`src/rtl/usc_pkg.sv`:
```
// ----------------------------------------------------------------------------
// usc_pkg
// Shared constants and the month start table for the seconds-to-calendar
// pipeline.
// ----------------------------------------------------------------------------
`default_nettype none

package usc_pkg;

  // pipeline depth from input register to output register
  localparam int unsigned NumStages = 8;

  // seconds per day is 128 * 675; the low 7 bits pass straight through
  localparam int unsigned SecLoBits = 7;
  localparam logic [9:0]  DayDivisor = 10'd675;
  // floor(2^32 / 675), estimate is exact or one low
  localparam logic [22:0] DayRecip = 23'd6362914;

  // ceil(2^29 / 3600), exact for any second of day
  localparam logic [17:0] HourRecip  = 18'd149131;
  localparam logic [11:0] SecPerHour = 12'd3600;
  // ceil(2^18 / 60), exact for any second of hour
  localparam logic [12:0] MinRecip  = 13'd4370;
  localparam logic [5:0]  SecPerMin = 6'd60;

  // day count rebased to 1968-01-01, the start of a four year cycle
  localparam logic [15:0] EpochOffset = 16'd731;
  // day index of 2100-03-01 from 1970; a phantom 2100-02-29 is inserted here
  localparam logic [15:0] Gap2100 = 16'd47541;
  // ceil(2^26 / 1461), exact for any rebased day count
  localparam logic [15:0] CycleRecip = 16'd45934;
  localparam logic [10:0] CycleDays  = 11'd1461;
  localparam logic [11:0] BaseYear   = 12'd1968;

  // start of years one to three within a four year cycle
  localparam logic [10:0] Year1Start = 11'd366;
  localparam logic [10:0] Year2Start = 11'd731;
  localparam logic [10:0] Year3Start = 11'd1096;

  localparam int unsigned MonthsPerYear = 12;

  // day of year on which a month starts, month index from 0
  function automatic logic [8:0] month_start(input logic leap, input logic [3:0] mon);
    logic [8:0] base;
    logic [8:0] adj;
    unique case (mon)
      4'd0:    base = 9'd0;
      4'd1:    base = 9'd31;
      4'd2:    base = 9'd59;
      4'd3:    base = 9'd90;
      4'd4:    base = 9'd120;
      4'd5:    base = 9'd151;
      4'd6:    base = 9'd181;
      4'd7:    base = 9'd212;
      4'd8:    base = 9'd243;
      4'd9:    base = 9'd273;
      4'd10:   base = 9'd304;
      4'd11:   base = 9'd334;
      default: base = 9'd0;
    endcase
    adj = (leap && (mon >= 4'd2)) ? 9'd1 : 9'd0;
    return base + adj;
  endfunction

endpackage

`default_nettype wire

```
`src/rtl/usc_day_split.sv`:
```
// ----------------------------------------------------------------------------
// usc_day_split
// Splits the seconds count into whole days and second of day over three
// stages: reciprocal multiply, back multiply, remainder correction.
// ----------------------------------------------------------------------------
`default_nettype none

module usc_day_split (
  input  wire logic        clk_i,
  input  wire logic        en_i,
  input  wire logic [31:0] unix_seconds_i,
  output logic      [15:0] day_o,
  output logic      [16:0] sod_o
);

  // stage 1 signals
  logic [24:0] x1_d, x1_q;
  logic [6:0]  lo1_d, lo1_q;
  logic [47:0] prod1_d, prod1_q;
  // stage 2 signals
  logic [15:0] q2_d, q2_q;
  logic [24:0] t2_d, t2_q;
  logic [24:0] x2_q;
  logic [6:0]  lo2_q;
  // stage 3 signals
  logic [24:0] diff3;
  logic [10:0] rem3;
  logic        corr3;
  logic [9:0]  remf3;
  logic [15:0] day3_d, day3_q;
  logic [16:0] sod3_d, sod3_q;

  // stage 1: shift out the factor of 128, estimate quotient by 675
  always_comb begin
    x1_d    = unix_seconds_i[31:usc_pkg::SecLoBits];
    lo1_d   = unix_seconds_i[usc_pkg::SecLoBits-1:0];
    prod1_d = 48'(x1_d) * 48'(usc_pkg::DayRecip);
  end

  // stage 2: quotient estimate and its multiple of 675
  always_comb begin
    q2_d = prod1_q[47:32];
    t2_d = 25'(26'(q2_d) * 26'(usc_pkg::DayDivisor));
  end

  // stage 3: remainder, fix the estimate when it was one low
  always_comb begin
    diff3  = x2_q - t2_q;
    rem3   = diff3[10:0];
    corr3  = (rem3 >= 11'(usc_pkg::DayDivisor));
    remf3  = corr3 ? 10'(rem3 - 11'(usc_pkg::DayDivisor)) : rem3[9:0];
    day3_d = q2_q + 16'(corr3);
    sod3_d = {remf3, lo2_q};
  end

  always_ff @(posedge clk_i) begin
    if (en_i) begin
      x1_q    <= x1_d;
      lo1_q   <= lo1_d;
      prod1_q <= prod1_d;
      q2_q    <= q2_d;
      t2_q    <= t2_d;
      x2_q    <= x1_q;
      lo2_q   <= lo1_q;
      day3_q  <= day3_d;
      sod3_q  <= sod3_d;
    end
  end

  assign day_o = day3_q;
  assign sod_o = sod3_q;

endmodule

`default_nettype wire

```
`src/rtl/usc_tod.sv`:
```
// ----------------------------------------------------------------------------
// usc_tod
// Breaks the second of day into hour, minute and second over five stages,
// each division done as a reciprocal multiply followed by a back multiply.
// ----------------------------------------------------------------------------
`default_nettype none

module usc_tod (
  input  wire logic        clk_i,
  input  wire logic        en_i,
  input  wire logic [16:0] sod_i,
  output logic      [4:0]  hour_o,
  output logic      [5:0]  minute_o,
  output logic      [5:0]  second_o
);

  logic [33:0] hp4_d, hp4_q;
  logic [16:0] sod4_q;
  logic [4:0]  hr5_d, hr5_q;
  logic [16:0] th5_d, th5_q;
  logic [16:0] sod5_q;
  logic [16:0] sohw6;
  logic [11:0] soh6_d, soh6_q;
  logic [23:0] mp6_d, mp6_q;
  logic [4:0]  hr6_q;
  logic [5:0]  mn7_d, mn7_q;
  logic [11:0] tm7;
  logic [11:0] scw7;
  logic [5:0]  sc7_d, sc7_q;
  logic [4:0]  hr7_q;
  logic [4:0]  hour_q;
  logic [5:0]  minute_q;
  logic [5:0]  second_q;

  // stage 4: hour estimate product
  assign hp4_d = 34'(35'(sod_i) * 35'(usc_pkg::HourRecip));

  // stage 5: hour and its seconds
  always_comb begin
    hr5_d = hp4_q[33:29];
    th5_d = 17'(hr5_d) * 17'(usc_pkg::SecPerHour);
  end

  // stage 6: second of hour and minute estimate product
  always_comb begin
    sohw6  = sod5_q - th5_q;
    soh6_d = sohw6[11:0];
    mp6_d  = 24'(25'(soh6_d) * 25'(usc_pkg::MinRecip));
  end

  // stage 7: minute and second of minute
  always_comb begin
    mn7_d = mp6_q[23:18];
    tm7   = 12'(mn7_d) * 12'(usc_pkg::SecPerMin);
    scw7  = soh6_q - tm7;
    sc7_d = scw7[5:0];
  end

  always_ff @(posedge clk_i) begin
    if (en_i) begin
      hp4_q    <= hp4_d;
      sod4_q   <= sod_i;
      hr5_q    <= hr5_d;
      th5_q    <= th5_d;
      sod5_q   <= sod4_q;
      hr6_q    <= hr5_q;
      soh6_q   <= soh6_d;
      mp6_q    <= mp6_d;
      hr7_q    <= hr6_q;
      mn7_q    <= mn7_d;
      sc7_q    <= sc7_d;
      // stage 8: output register, lines up with the date branch
      hour_q   <= hr7_q;
      minute_q <= mn7_q;
      second_q <= sc7_q;
    end
  end

  assign hour_o   = hour_q;
  assign minute_o = minute_q;
  assign second_o = second_q;

endmodule

`default_nettype wire

```
`src/rtl/usc_date.sv`:
```
// ----------------------------------------------------------------------------
// usc_date
// Turns a day count since 1970 into year, month and day over five stages.
// The count is rebased to 1968 and a phantom 2100-02-29 is inserted, so
// every fourth year is leap across the whole input range.
// ----------------------------------------------------------------------------
`default_nettype none

module usc_date (
  input  wire logic        clk_i,
  input  wire logic        en_i,
  input  wire logic [15:0] day_i,
  output logic      [11:0] year_o,
  output logic      [3:0]  month_o,
  output logic      [4:0]  day_o
);

  logic [15:0] dpp4_d, dpp4_q;
  logic [31:0] prc4_d, prc4_q;
  logic [5:0]  c5_d, c5_q;
  logic [15:0] t5_d, t5_q;
  logic [15:0] dpp5_q;
  logic [15:0] rw6;
  logic [10:0] r6;
  logic [1:0]  yc6;
  logic [10:0] ys6;
  logic [11:0] year6_d, year6_q;
  logic [8:0]  doy6_d, doy6_q;
  logic        leap6_d, leap6_q;
  logic [3:0]  mon7_d, mon7_q;
  logic [11:0] year7_q;
  logic [8:0]  doy7_q;
  logic        leap7_q;
  logic [8:0]  dom8;
  logic [4:0]  day8_d;
  logic [3:0]  month8_d;
  logic [11:0] year_q;
  logic [3:0]  month_q;
  logic [4:0]  day_q;

  // stage 4: rebase, skip the missing leap day of 2100, cycle estimate
  always_comb begin
    dpp4_d = day_i + usc_pkg::EpochOffset + 16'(day_i >= usc_pkg::Gap2100);
    prc4_d = 32'(dpp4_d) * 32'(usc_pkg::CycleRecip);
  end

  // stage 5: four year cycle index and its first day
  always_comb begin
    c5_d = prc4_q[31:26];
    t5_d = 16'(17'(c5_d) * 17'(usc_pkg::CycleDays));
  end

  // stage 6: year within the cycle and day of year
  always_comb begin
    rw6 = dpp5_q - t5_q;
    r6  = rw6[10:0];
    priority if (r6 < usc_pkg::Year1Start) begin
      yc6 = 2'd0;
      ys6 = 11'd0;
    end else if (r6 < usc_pkg::Year2Start) begin
      yc6 = 2'd1;
      ys6 = usc_pkg::Year1Start;
    end else if (r6 < usc_pkg::Year3Start) begin
      yc6 = 2'd2;
      ys6 = usc_pkg::Year2Start;
    end else begin
      yc6 = 2'd3;
      ys6 = usc_pkg::Year3Start;
    end
    doy6_d  = 9'(r6 - ys6);
    leap6_d = (yc6 == 2'd0);
    year6_d = usc_pkg::BaseYear + {4'd0, c5_q, 2'b00} + 12'(yc6);
  end

  // stage 7: month search over the start table
  always_comb begin
    mon7_d = 4'd0;
    for (int i = 1; i < usc_pkg::MonthsPerYear; i++) begin
      if (doy6_q >= usc_pkg::month_start(leap6_q, 4'(i))) begin
        mon7_d = 4'(i);
      end
    end
  end

  // stage 8: day of month and one based month
  always_comb begin
    dom8     = doy7_q - usc_pkg::month_start(leap7_q, mon7_q) + 9'd1;
    day8_d   = dom8[4:0];
    month8_d = mon7_q + 4'd1;
  end

  always_ff @(posedge clk_i) begin
    if (en_i) begin
      dpp4_q  <= dpp4_d;
      prc4_q  <= prc4_d;
      c5_q    <= c5_d;
      t5_q    <= t5_d;
      dpp5_q  <= dpp4_q;
      year6_q <= year6_d;
      doy6_q  <= doy6_d;
      leap6_q <= leap6_d;
      mon7_q  <= mon7_d;
      year7_q <= year6_q;
      doy7_q  <= doy6_q;
      leap7_q <= leap6_q;
      year_q  <= year7_q;
      month_q <= month8_d;
      day_q   <= day8_d;
    end
  end

  assign year_o  = year_q;
  assign month_o = month_q;
  assign day_o   = day_q;

endmodule

`default_nettype wire

```
`src/rtl/unix_seconds_to_calendar.sv`:
```
// ----------------------------------------------------------------------------
// unix_seconds_to_calendar: unsigned seconds since 1970 to UTC date and time
// Three stages of day split are followed by five stages in the date and
// time of day branches, from input transaction to output valid.
// Throughput: one transaction per cycle; the whole pipe holds only while
// the output register is full and not taken.
// Reset clears the stage valid bits only; data registers are not reset.
// ----------------------------------------------------------------------------
`default_nettype none

module unix_seconds_to_calendar (
  input  wire logic        clk_i,
  input  wire logic        rst_ni,
  input  wire logic        in_valid_i,
  output logic             in_ready_o,
  input  wire logic [31:0] unix_seconds_i,
  output logic             out_valid_o,
  input  wire logic        out_ready_i,
  output logic      [11:0] year_o,
  output logic      [3:0]  month_o,
  output logic      [4:0]  day_o,
  output logic      [4:0]  hour_o,
  output logic      [5:0]  minute_o,
  output logic      [5:0]  second_o
);

  logic                           en;
  logic [usc_pkg::NumStages-1:0] valid_d, valid_q;
  logic [15:0]                    day_cnt;
  logic [16:0]                    sod;

  // pipe advances unless a finished transaction waits at the output
  assign en         = ~valid_q[usc_pkg::NumStages-1] | out_ready_i;
  assign in_ready_o = en;
  assign valid_d    = {valid_q[usc_pkg::NumStages-2:0], in_valid_i};

  // stage valid bits
  always_ff @(posedge clk_i or negedge rst_ni) begin
    if (!rst_ni) begin
      valid_q <= '0;
    end else if (en) begin
      valid_q <= valid_d;
    end
  end

  // days and second of day
  usc_day_split u_day_split (
    .clk_i          (clk_i),
    .en_i           (en),
    .unix_seconds_i (unix_seconds_i),
    .day_o          (day_cnt),
    .sod_o          (sod)
  );

  // calendar date branch
  usc_date u_date (
    .clk_i   (clk_i),
    .en_i    (en),
    .day_i   (day_cnt),
    .year_o  (year_o),
    .month_o (month_o),
    .day_o   (day_o)
  );

  // time of day branch
  usc_tod u_tod (
    .clk_i    (clk_i),
    .en_i     (en),
    .sod_i    (sod),
    .hour_o   (hour_o),
    .minute_o (minute_o),
    .second_o (second_o)
  );

  assign out_valid_o = valid_q[usc_pkg::NumStages-1];

`ifndef SYNTHESIS
  // input stalls only behind a blocked output
  a_stall_cause: assert property (@(posedge clk_i) disable iff (!rst_ni)
    !in_ready_o |-> (out_valid_o && !out_ready_i))
    else $error("input stalled without a blocked output");

  // a blocked output transaction keeps its fields
  a_hold: assert property (@(posedge clk_i) disable iff (!rst_ni)
    (out_valid_o && !out_ready_i) |=> ($stable(year_o) && $stable(month_o) &&
      $stable(day_o) && $stable(hour_o) && $stable(minute_o) && $stable(second_o)))
    else $error("output fields changed while stalled");

  // date fields in range
  a_date_range: assert property (@(posedge clk_i) disable iff (!rst_ni)
    out_valid_o |-> (year_o >= 12'd1970 && year_o <= 12'd2106 &&
      month_o >= 4'd1 && month_o <= 4'd12 && day_o >= 5'd1 &&
      (month_o != 4'd2 || day_o <= 5'd29)))
    else $error("date field out of range");

  // time fields in range
  a_time_range: assert property (@(posedge clk_i) disable iff (!rst_ni)
    out_valid_o |-> (hour_o <= 5'd23 && minute_o <= 6'd59 && second_o <= 6'd59))
    else $error("time field out of range");
`endif

endmodule

`default_nettype wire

```
`config.mk`:
```
export PLATFORM = sky130hd
export DESIGN_NAME = unix_seconds_to_calendar
export DESIGN_NICKNAME = d
export VERILOG_FILES = /design/src/rtl/usc_pkg.sv /design/src/rtl/usc_day_split.sv /design/src/rtl/usc_tod.sv /design/src/rtl/usc_date.sv /design/src/rtl/unix_seconds_to_calendar.sv
export SDC_FILE = /design/constraint.sdc
export NUM_CORES = 2
export LEC_CHECK = 0
export ABC_CLOCK_PERIOD_IN_PS = 30100
export BUFFER_PORTS_ARGS = -buffer_cell sky130_fd_sc_hd__buf_2
export CORE_MARGIN = 2
export CORE_UTILIZATION = 30
export CTS_CLUSTER_DIAMETER = 80
export DETAILED_ROUTE_END_ITERATION = 12
export PLACE_DENSITY = 0.56
export SYNTH_ARGS = -nofsm -noshare
export SYNTH_HDL_FRONTEND = slang
export SYNTH_SLANG_ARGS = --single-unit
```
`constraint.sdc`:
```
create_clock -name clk_i -period 30.1 [get_ports clk_i]
set_input_delay 3.01 -clock clk_i [delete_from_list [all_inputs] [get_ports clk_i]]
set_output_delay 3.01 -clock clk_i [all_outputs]
set_load 0.01 [all_outputs]
```
==> flow_summary.yaml <==
run_status:
  status: "completed"
timing:
  hold_viol_final: 0
  finClkSkew_ps: 28.2
  period_share_pct: 30.1
  fmax_ghz: 0.110
  finalSetupTns_ps: 0
  fin_crit_ps: 9050
  final_max_slew_viol_count: 0
  tightest_slew_ps: 993
  rsz0062_at_grt: "no"
  maxSlewHeadroom_pct: 33.3
  setup_viol: 0
min_path:
  hold_depth: 0
  hold_class: "flop to flop"
  min_to: "u_tod.minute_o[0]$_DFFE_PP_"
  hp-start: "u_tod.mn7_q[0]$_DFFE_PP_"
detailed_routing:
  antenna_left: 0
  totalWireLength_um: 59800
  drc: 0
  viasPerCell: 4.40
  vias: 19100
  drt_iter0_markers: 569
  drt-pass1-iter-count: 5
  wl_per_cell_um: 13.8
synth:
  syn-num-nets: 3874
  synth.ff_latch_count: 311
  synth_cells: 2796
  yosysWarnings: 0
  syn-mean-instance-area_um2: 11.6
  synth_flop_cell: "edfxtp_1"
  yosysSeqAreaShare_pct: 28.7
  ys_async_sr_fraction_pct: 2.57
  synth_edf_count: 303
  netlist_area_um2: 32400
  yosysUniqueCellTypes: 70
global_route:
  grtUsageMet1_pct: 14.8
  grt_overflow: 0
  gr-usage-met2_pct: 19.3
  busiest_layer: "met2"
  grt_pass1_vias: 20300
  track_usage_pct: 11.2
  grt_pass1_wl_um: 101000
  use_met3_pct: 1.44
  grt_max_degree: 151
  antenna_found_initial: 0
floorplanning:
  dieArea_um2: 111000
  ios: 76
  chipHeight_um: 333
  num_rows: 120
  coreArea_um2: 107000
  start_util_pct: 30.3
  dieWidth_um: 333
clock_tree:
  clock_sinks: 311
  clkLatencyLatePin_ps: 580
  cts_buffer_depth: 3
  cts_made_buffers: 42
  cts_root_buf: "clkbuf_16"
  hold_buffers: 0
  cts_tree: "built"
  clk_pin_slew_ps: 60
  cts_resized: 0
  htreeDepth: 2
  cts_setup_buffers: 0
setup_path:
  start_kind: "flop"
  crit_top_cell: "fa_1"
  end_kind: "flop"
  ff2ff_path_depth: 32
  worst-endpoint-arrival_ps: 9370
  cp_slowest_cell: "fa_1"
  critPathRequiredTime_ps: 30420
  cp.buffers_inverters: 5
  critPathMaxFanout: 6
  slowest_delay_ps: 610
  path_class: "flop to flop"
  r2r_end: "u_date.prc4_q[30]$_DFFE_PP_"
  reg2reg_from: "u_day_split.day_o[0]$_DFFE_PP_"
  r2r_slack_ps: 21050
  critPathTopFamily: "adder cells"
placement:
  numPortBuffers: 75
  dp_hpwl_um: 49500
  place_congestion: 0.840
layout:
  num-nets-final: 3989
  insertedDiodeCount: 0
  drive_gt1_share_pct: 5.95
  fillerInstances: 10800
  area_delta_synth_final_pct: 10.7
  mostFrequentLayoutCells: "ha_1 (716), inv_1 (655), fa_1 (326), edfxtp_1 (303), xnor2_1 (108)"
  final_common_cell: "ha_1"
job:
  maxCapViolations: 0
[worst max-delay path by stage]
stage	from	end	slack, ps	cells after the start
floorplan	out_ready_i	in_ready_o	15500	2
global placement	u_day_split.day_o[1]$_DFFE_PP_	u_date.prc4_q[30]$_DFFE_PP_	21140	32
detailed placement	u_day_split.day_o[0]$_DFFE_PP_	u_date.prc4_q[30]$_DFFE_PP_	20840	32
CTS	u_day_split.day_o[0]$_DFFE_PP_	u_date.prc4_q[30]$_DFFE_PP_	20840	32
global route	u_day_split.day_o[0]$_DFFE_PP_	u_date.prc4_q[30]$_DFFE_PP_	20360	32
finish	u_day_split.day_o[0]$_DFFE_PP_	u_date.prc4_q[30]$_DFFE_PP_	21050	32
[registers in the layout, indices dropped and copies added (netlist names), 12 cells and up]
signal	flops
u_day_split.day_o	16
u_day_split.prod1_q	16
u_day_split.q2_q	15
u_day_split.sod_o	17
u_tod.sod4_q	12
u_tod.sod5_q	12
[Yosys cell counts (all sizes together), types with 9 or more instances]
library cell / count / area share [%]
nand3b: 9 / 0.21
mux2: 10 / 0.35
o21bai: 19 / 0.44
ha: 716 / 28
nand4: 17 / 0.33
nor3: 22 / 0.34
and3: 16 / 0.31
nand2: 58 / 0.67
nor2b: 17 / 0.33
a31oi: 11 / 0.21
fa: 326 / 20
inv: 655 / 7.6
edfxtp: 303 / 28
o31ai: 13 / 0.30
o21ai: 62 / 1.0
a21o: 43 / 0.99
a21oi: 101 / 1.6
nand2b: 11 / 0.21
a211oi: 11 / 0.27
nor2: 58 / 0.67
o21a: 14 / 0.32
nand3: 29 / 0.45
xnor2: 109 / 3.0
xor2: 39 / 1.1
[routing by layer]
metal  up-vias  routed length (µm)
li1       9692                   -
met1      9146               28300
met2       208               28700
met3        73                1680
met4         0                1160
met5         -                   0
[layout make-up]
type	instances	area (µm²)	share of cell area, %
clock buffer	49	1080	3.00
clock inverter	27	235	0.655
inverter	655	2460	6.84
multi-input combinational	1821	20700	57.5
sequential	311	9300	25.9
tap	1403	1760	4.89
timing repair buffer	80	438	1.22
[through the flow]
step | util (%) | setup slack [ps] | area, µm² | hold WS, ps | std cells
finish | 33.5 | 21050 | 35900 | 412 | 4346
global route | 33.5 | 20360 | 35900 | 416 | 4346
CTS | 33.5 | 20840 | 35900 | 410 | 4346
detailed placement | 32.3 | 20840 | 34600 | 405 | 4270
global placement | 32.3 | 21140 | 34600 | 400 | 4270
floorplan | - | 15500 | 32400 | 400 | 2796
[kinds of logic (layout without fill, tap and decap cells)]
logic type	Yosys count	after routing	synth area share, %
buf+inv	664	811	7.69
fa+ha+maj	1043	1043	47.8
simple gates	279	279	4.46
compound gates	339	339	7.01
xor+xnor	148	148	4.02
mux	12	12	0.409
flops	311	311	28.7
Power is left out: the tool's default activity adds up to more than one toggle a clock period on the data nets, which glitch-free logic cannot reach.
